`src/hdl/moving_average_filter_assert.svh`:
```
`ifndef MOVING_AVERAGE_FILTER_ASSERT_SVH
`define MOVING_AVERAGE_FILTER_ASSERT_SVH

// Same-cycle implication, disabled during reset.
`define MAF_ASSERT_IMP(label, clk, rst, ante, cons) \
   label: assert property (@(posedge clk) disable iff (rst) (ante) |-> (cons)) \
      else $error("moving average filter check failed");

// Next-cycle implication, disabled during reset.
`define MAF_ASSERT_NEXT(label, clk, rst, ante, cons) \
   label: assert property (@(posedge clk) disable iff (rst) (ante) |=> (cons)) \
      else $error("moving average filter check failed");

`endif

```
`src/hdl/maf_pkg.sv`:
```
package maf_pkg;

   localparam int MAX_WINDOW    = 32;
   localparam int SAMPLE_BITS   = 16;
   localparam int CFG_LEN_BITS  = 6;
   localparam int LEN_BITS      = $clog2(MAX_WINDOW + 1);
   localparam int POS_BITS      = $clog2(MAX_WINDOW);
   localparam int SUM_BITS      = SAMPLE_BITS + POS_BITS;
   localparam int DIV_STAGES    = SUM_BITS;
   localparam int CSR_ADDR_BITS = 2;
   localparam int CSR_DATA_BITS = 32;

   localparam logic [CSR_ADDR_BITS-1:0] CSR_WINDOW_LEN_ADDR = '0;

   localparam logic [CFG_LEN_BITS-1:0] WINDOW_LEN_RESET = CFG_LEN_BITS'(4);

   typedef struct packed {
      logic                       valid;
      logic signed [SUM_BITS-1:0] sum;
      logic [LEN_BITS-1:0]        div;
      logic                       avg;
   } ent_type;

   typedef struct packed {
      logic                valid;
      logic [SUM_BITS-1:0] work;
      logic [LEN_BITS-1:0] rem;
      logic [LEN_BITS-1:0] div;
      logic                neg;
      logic                avg;
   } tok_type;

endpackage

```
`src/hdl/moving_average_filter.sv`:
```
// An accepted item passes the entry register and then every division cell before its result is valid.
// Throughput: one item per cycle, set by the chain of division cells, one quotient bit per cell.
// A result that is not taken stalls the whole chain and the input together.
// Reset is synchronous: window_len returns to 4, the running sum and sample count clear,
// and every division cell is emptied.
`include "moving_average_filter_assert.svh"

module moving_average_filter (
   input  logic                                      clock,
   input  logic                                      reset,
   input  logic                                      req_valid,
   output logic                                      req_ready,
   input  logic signed [maf_pkg::SAMPLE_BITS-1:0]    req_sample,
   input  logic                                      req_restart,
   output logic                                      rsp_valid,
   input  logic                                      rsp_ready,
   output logic signed [maf_pkg::SAMPLE_BITS-1:0]    rsp_filtered,
   output logic                                      rsp_averaged,
   input  logic                                      csr_psel,
   input  logic                                      csr_penable,
   input  logic                                      csr_pwrite,
   input  logic [maf_pkg::CSR_ADDR_BITS-1:0]         csr_paddr,
   input  logic [maf_pkg::CSR_DATA_BITS-1:0]         csr_pwdata,
   output logic [maf_pkg::CSR_DATA_BITS-1:0]         csr_prdata,
   output logic                                      csr_pready
);

   logic [maf_pkg::CFG_LEN_BITS-1:0]   window_len_ff;
   logic [maf_pkg::LEN_BITS-1:0]       seen_count_ff;
   logic [maf_pkg::LEN_BITS-1:0]       seen_count_in;
   logic signed [maf_pkg::SUM_BITS-1:0] sum_ff;
   logic signed [maf_pkg::SUM_BITS-1:0] sum_in;
   maf_pkg::ent_type                   ent_ff;
   maf_pkg::ent_type                   ent_in;

   logic [maf_pkg::LEN_BITS-1:0]       len_eff;
   logic                               accept;
   logic                               cfg_write;
   logic                               advance;
   logic                               full_after;
   logic                               restart_take;
   logic signed [maf_pkg::SUM_BITS-1:0] sample_ext;
   logic signed [maf_pkg::SUM_BITS-1:0] neg_sum;
   logic signed [maf_pkg::SAMPLE_BITS-1:0] tap_d [maf_pkg::MAX_WINDOW];
   logic signed [maf_pkg::SAMPLE_BITS-1:0] taps  [maf_pkg::MAX_WINDOW];
   maf_pkg::tok_type                   tok   [maf_pkg::DIV_STAGES+1];
   maf_pkg::tok_type                   last_tok;
   logic [maf_pkg::SAMPLE_BITS-1:0]    quot;

   assign cfg_write  = csr_psel & csr_penable & csr_pwrite & csr_pready
                       & (csr_paddr == maf_pkg::CSR_WINDOW_LEN_ADDR);
   assign csr_pready = 1'b1;
   assign csr_prdata = maf_pkg::CSR_DATA_BITS'(window_len_ff);

   assign advance   = !tok[maf_pkg::DIV_STAGES].valid || rsp_ready;
   assign req_ready = advance;
   assign accept    = req_valid && req_ready;

   always_comb begin
      if (window_len_ff == '0) begin
         len_eff = maf_pkg::LEN_BITS'(1);
      end else if (int'(window_len_ff) > maf_pkg::MAX_WINDOW) begin
         len_eff = maf_pkg::LEN_BITS'(maf_pkg::MAX_WINDOW);
      end else begin
         len_eff = maf_pkg::LEN_BITS'(window_len_ff);
      end
   end

   // The delay line holds the previous samples, newest in the first cell.
   assign tap_d[0] = req_sample;

   genvar k;
   generate
      for (k = 0; k < maf_pkg::MAX_WINDOW; k++) begin : g_tap
         if (k > 0) begin : g_link
            assign tap_d[k] = taps[k-1];
         end
         maf_tap_cell u_tap (
            .clock    (clock),
            .shift_en (accept),
            .tap_d    (tap_d[k]),
            .tap_q    (taps[k])
         );
      end
   endgenerate

   assign sample_ext = maf_pkg::SUM_BITS'(req_sample);

   always_comb begin
      logic [maf_pkg::LEN_BITS-1:0]        count_base;
      logic signed [maf_pkg::SUM_BITS-1:0] sum_base;
      logic signed [maf_pkg::SUM_BITS-1:0] old_ext;
      logic [maf_pkg::POS_BITS-1:0]        old_pos;
      logic                                full_before;
      count_base  = req_restart ? '0 : seen_count_ff;
      sum_base    = req_restart ? '0 : sum_ff;
      old_pos     = maf_pkg::POS_BITS'(len_eff - maf_pkg::LEN_BITS'(1));
      old_ext     = maf_pkg::SUM_BITS'(taps[old_pos]);
      full_before = count_base >= len_eff;
      seen_count_in = full_before ? count_base : count_base + maf_pkg::LEN_BITS'(1);
      sum_in        = sum_base - (full_before ? old_ext : '0) + sample_ext;
      full_after    = seen_count_in >= len_eff;
      ent_in.valid  = accept;
      ent_in.sum    = full_after ? sum_in : sample_ext;
      ent_in.div    = full_after ? len_eff : maf_pkg::LEN_BITS'(1);
      ent_in.avg    = full_after;
   end

   always_ff @(posedge clock) begin
      if (reset) begin
         window_len_ff <= maf_pkg::WINDOW_LEN_RESET;
         seen_count_ff <= '0;
         sum_ff        <= '0;
         ent_ff.valid  <= 1'b0;
      end else begin
         if (cfg_write) begin
            window_len_ff <= csr_pwdata[maf_pkg::CFG_LEN_BITS-1:0];
            seen_count_ff <= '0;
            sum_ff        <= '0;
         end else if (accept) begin
            seen_count_ff <= seen_count_in;
            sum_ff        <= sum_in;
         end
         if (advance) begin
            ent_ff <= ent_in;
         end
      end
   end

   assign neg_sum = -ent_ff.sum;

   always_comb begin
      tok[0].valid = ent_ff.valid;
      tok[0].neg   = ent_ff.sum[maf_pkg::SUM_BITS-1];
      tok[0].work  = ent_ff.sum[maf_pkg::SUM_BITS-1] ? neg_sum : ent_ff.sum;
      tok[0].rem   = '0;
      tok[0].div   = ent_ff.div;
      tok[0].avg   = ent_ff.avg;
   end

   genvar d;
   generate
      for (d = 0; d < maf_pkg::DIV_STAGES; d++) begin : g_div
         maf_div_cell u_div (
            .clock   (clock),
            .reset   (reset),
            .advance (advance),
            .up_tok  (tok[d]),
            .dn_tok  (tok[d+1])
         );
      end
   endgenerate

   assign last_tok     = tok[maf_pkg::DIV_STAGES];
   assign quot         = tok[maf_pkg::DIV_STAGES].work[maf_pkg::SAMPLE_BITS-1:0];
   assign rsp_valid    = tok[maf_pkg::DIV_STAGES].valid;
   assign rsp_filtered = tok[maf_pkg::DIV_STAGES].neg ? -quot : quot;
   assign rsp_averaged = tok[maf_pkg::DIV_STAGES].avg;

   assign restart_take = accept && req_restart && !cfg_write;

   `MAF_ASSERT_IMP(a_count_in_window, clock, reset, 1'b1, seen_count_ff <= len_eff)
   `MAF_ASSERT_NEXT(a_accept_enters, clock, reset, accept && !cfg_write, ent_ff.valid)
   `MAF_ASSERT_NEXT(a_restart_first, clock, reset, restart_take, seen_count_ff == 6'(1))
   `MAF_ASSERT_IMP(a_rem_below_div, clock, reset, last_tok.valid, last_tok.rem < last_tok.div)

endmodule

```
`src/hdl/maf_tap_cell.sv`:
```
module maf_tap_cell (
   input  logic                                  clock,
   input  logic                                  shift_en,
   input  logic signed [maf_pkg::SAMPLE_BITS-1:0] tap_d,
   output logic signed [maf_pkg::SAMPLE_BITS-1:0] tap_q
);

   logic signed [maf_pkg::SAMPLE_BITS-1:0] tap_ff;
   logic signed [maf_pkg::SAMPLE_BITS-1:0] tap_in;

   assign tap_in = shift_en ? tap_d : tap_ff;

   always_ff @(posedge clock) begin
      tap_ff <= tap_in;
   end

   assign tap_q = tap_ff;

endmodule

```
`src/hdl/maf_div_cell.sv`:
```
module maf_div_cell (
   input  logic             clock,
   input  logic             reset,
   input  logic             advance,
   input  maf_pkg::tok_type up_tok,
   output maf_pkg::tok_type dn_tok
);

   maf_pkg::tok_type tok_ff;
   maf_pkg::tok_type tok_in;

   // One restoring division step: bring down the next dividend bit and
   // subtract the divisor where it fits.
   always_comb begin
      logic [maf_pkg::LEN_BITS:0] rem_sh;
      logic [maf_pkg::LEN_BITS:0] diff;
      logic                       fits;
      rem_sh = {up_tok.rem, up_tok.work[maf_pkg::SUM_BITS-1]};
      diff   = rem_sh - {1'b0, up_tok.div};
      fits   = rem_sh >= {1'b0, up_tok.div};
      tok_in      = up_tok;
      tok_in.work = {up_tok.work[maf_pkg::SUM_BITS-2:0], fits};
      tok_in.rem  = fits ? diff[maf_pkg::LEN_BITS-1:0] : rem_sh[maf_pkg::LEN_BITS-1:0];
   end

   always_ff @(posedge clock) begin
      if (reset) begin
         tok_ff.valid <= 1'b0;
      end else if (advance) begin
         tok_ff <= tok_in;
      end
   end

   assign dn_tok = tok_ff;

endmodule

```
`config.mk`:
```
export PLATFORM = sky130hd
export DESIGN_NAME = moving_average_filter
export DESIGN_NICKNAME = d
export VERILOG_FILES = /design/src/hdl/maf_pkg.sv /design/src/hdl/moving_average_filter.sv /design/src/hdl/maf_tap_cell.sv /design/src/hdl/maf_div_cell.sv
export VERILOG_INCLUDE_DIRS = /design/src /design/src/hdl
export SDC_FILE = /design/constraint.sdc
export NUM_CORES = 2
export LEC_CHECK = 0
export ABC_AREA = 0
export ABC_CLOCK_PERIOD_IN_PS = 43300
export BUFFER_PORTS_ARGS = -buffer_cell sky130_fd_sc_hd__buf_4
export CORE_ASPECT_RATIO = 0.5
export CORE_MARGIN = 4
export CORE_UTILIZATION = 45
export CTS_BUF_LIST = sky130_fd_sc_hd__clkbuf_2
export DETAILED_ROUTE_END_ITERATION = 12
export PLACE_DENSITY = 0.71
export SLEW_MARGIN = 0
export SYNTH_ARGS = -nofsm -noshare
export SYNTH_HDL_FRONTEND = slang
export SYNTH_SLANG_ARGS = --single-unit
```
`constraint.sdc`:
```
create_clock -name clock -period 43.3 [get_ports clock]
set_input_delay 2.165 -clock clock [delete_from_list [all_inputs] [get_ports clock]]
set_output_delay 2.165 -clock clock [all_outputs]
set_load 0.1 [all_outputs]
```
==> flow_metrics.tcl <==
set metrics [dict create \
    fill_cells 9517 \
    end_kind "register" \
    hold_path.class "register to register" \
    maxCapViolations 0 \
    cts_root_buffer "clkbuf_2" \
    path_common_cell "buf_4" \
    gp_congestion 0.864 \
    io_pins 110 \
    whs_ns 0.308 \
    synth-async-reset-ratio_pct 0 \
    ys_ff_latch 1223 \
    seq_area_mm2 0.0362 \
    leakagePower_uw 0.0204 \
    tightestPinTransition_ns 1.17 \
    vias_per_cell 5.22 \
    cp_slowest_cell "o21a_4" \
    multi_input_area_mm2 0.0132 \
    core_mm2 0.113 \
    fin_tns_setup_ns 0 \
    path_cells "nor4_4, o21a_4, inv_2, ha_4, buf_4, buf_4, and2_1, buf_4, a22oi_1, a31o_2, nand4_1, o21ai_1, ha_1, inv_1, ha_1, inv_1, fa_1, nor2b_1, o2111ai_1, a21oi_1, a31oi_1, o31ai_1, xnor2_1, a21oi_1" \
    yosys_most_used_dff "edfxtp_1" \
    synth_top_family_by_area "simple AND/OR/NAND/NOR gates" \
    grt_pass1_vias 28900 \
    rsz0062_at_grt "false" \
    drtAntennaViolNets 0 \
    synth-edff-count 1168 \
    outcome "completed" \
    synth_fa_ha_area_share_pct 5.45 \
    clk_pin_slew_ns 0.11 \
    synth-simple-area-share_pct 6.40 \
    clk_latency_ns 1.52 \
    cp_max_fo 54 \
    cts_tree "yes" \
    htree_levels 5 \
    cts.path.max_buffers 4 \
    criticalPathCategory "register to register" \
    skew_ns 0.148 \
    die_h_um 246 \
    drc 0 \
    synth_area_mm2 0.0511 \
    peakVddDrop_uv 21.3 \
    start_kind "register" \
    synth_compound_area_share_pct 6.26 \
    critPathBufInv 6 \
    numCtsBuffers 280 \
    ctsHoldBuffers 0 \
    total_power_uw 2650 \
    start_util_pct 45.3 \
    post_cts_resized 0 \
    synth_warnings 0 \
    drt_first_iter_violations 2331 \
    synth-xor-area-share_pct 1.72 \
    rows 87 \
    syn-mean-instance-area_um2 14.9 \
    period_share_pct 18.2 \
    synthCells 3434 \
    finalHoldViolations 0 \
    final_cell_mix "1168 x edfxtp_1, 399 x clkbuf_2, 353 x nand2_1" \
    arrival_ns 8.97 \
    slew_headroom_pct 22.3 \
    cts_sinks 1223 \
    routed-via-count 28100 \
    cts_setup_buffers 0 \
    totalWireLength_mm 91.4 \
    io_buffers 56 \
    final_common_cell "edfxtp_1" \
    crit_path_max_incr_delay_ns 0.72 \
    finalSetupViolations 0 \
    grtUsageTotal_pct 15.3 \
    final.min_clock_period_ns 7.87 \
    max_freq_mhz 127 \
    critPathTopFamily "compound AO/OA/AOI/OAI gates" \
    synthMuxAreaShare_pct 5.68 \
    drt_pass1_iterations 6 \
    ys_types 76 \
    grt_antenna_before_repair 6 \
    area_growth_syn_to_layout_pct 8.31 \
    drt-wirelength-per-cell_um 17.0 \
    hpwlAfterDp_mm 54.9 \
    cp_data_required_time_ns 44.40 \
    gr-total-overflow 0 \
    dieWidth_um 484 \
    grt_pass1_wl_mm 146 \
    p_per_area_mw_per_mm2 48.0 \
    dieArea_mm2 0.119 \
    grt_max_degree 189 \
    layout-drive-gt1-share_pct 16.1 \
    num-nets-final 3949 \
    report.final.slew_viol_count 0 \
    ys_seq_area_share_pct 70.9 \
]
-- metrics by stage --
stage	utilization (%)	cell area [um2]	worst slack, ns	std cells
2_1_floorplan	-	51100	11.93	3459
3_3_place_gp	47.0	53000	35.68	4923
3_5_place_dp	47.0	53000	35.60	4923
4_1_cts	49.1	55300	35.45	5369
5_1_grt	49.1	55300	34.87	5372
6_report	49.1	55300	35.43	5373
-- final timing paths --
kind                                 to  slack (ns)  cells past startpoint                  startpoint
min reg2reg  g_div[16].u_div.dn_tok[17]        0.31                      0  g_div[15].u_div.dn_tok[16]
max reg2reg                  ent_ff[27]       35.43                     24            window_len_ff[2]
max                          ent_ff[27]       35.43                     24            window_len_ff[2]
min          g_div[16].u_div.dn_tok[17]        0.31                      0  g_div[15].u_div.dn_tok[16]
-- flip-flops by register name, indices dropped and copies added, names as in the netlist --
| signal | flops |
|---|---|
| g_tap.u_tap.tap_q | 512 |
| window_len_ff | 6 |
| seen_count_ff | 6 |
| ent_ff | 29 |
| g_div.u_div.dn_tok | 649 |
| sum_ff | 21 |
-- kinds of logic after synthesis --
family / Yosys count
DFF: 1223
and+or+nand+nor: 733
AOI/OAI and AO/OA: 525
buffers and inverters: 422
muxes: 232
adders and majority gates: 199
xor gates and xnor gates: 98
other: 2
-- area by class of cell --
cell class	instances	area share [%]
Clock inverter	47	0.516
Sequential cell	1223	65.4
Multi-Input combinational cell	1814	23.8
Timing Repair Buffer	89	1.25
Inverter	284	1.94
Tap cell	1513	3.42
Antenna cell	4	0.0181
Clock buffer	399	3.61
-- power breakdown --
group / leakage [uW] / switching, uW / internal, uW
registers: 0.0119 / 49.4 / 1440
logic: 0.00678 / 270 / 192
clock network: 0.00180 / 432 / 266
total: 0.0204 / 751 / 1900
-- cell usage after synthesis (all sizes together), types with 17 or more instances --
library cell | n | area [um2]
mux4 | 34 | 826
dfxtp | 55 | 1100
edfxtp | 1168 | 35100
mux2 | 73 | 822
nand2 | 354 | 1330
ha | 160 | 2000
inv | 284 | 1070
a311oi | 19 | 166
nor2 | 170 | 648
xnor2 | 84 | 754
nor4 | 36 | 246
nand3 | 45 | 230
a21boi | 44 | 334
nand2b | 31 | 196
clkbuf | 60 | 225
nand4 | 27 | 169
a21oi | 128 | 641
mux2i | 125 | 1250
nor2b | 34 | 213
a31oi | 17 | 106
o21ai | 198 | 995
buf | 78 | 554
fa | 39 | 781
-- routing by layer --
metal  vias to the layer above  routed length (um)  global-route usage, %
met2                       930               44300                   25.2
met1                     13600               37600                   18.7
met4                         4                2770                   7.37
li1                      13300                   -                      -
met5                         -                  27                      0
met3                       215                6740                   4.18
(Power assumes the default switching activity.)
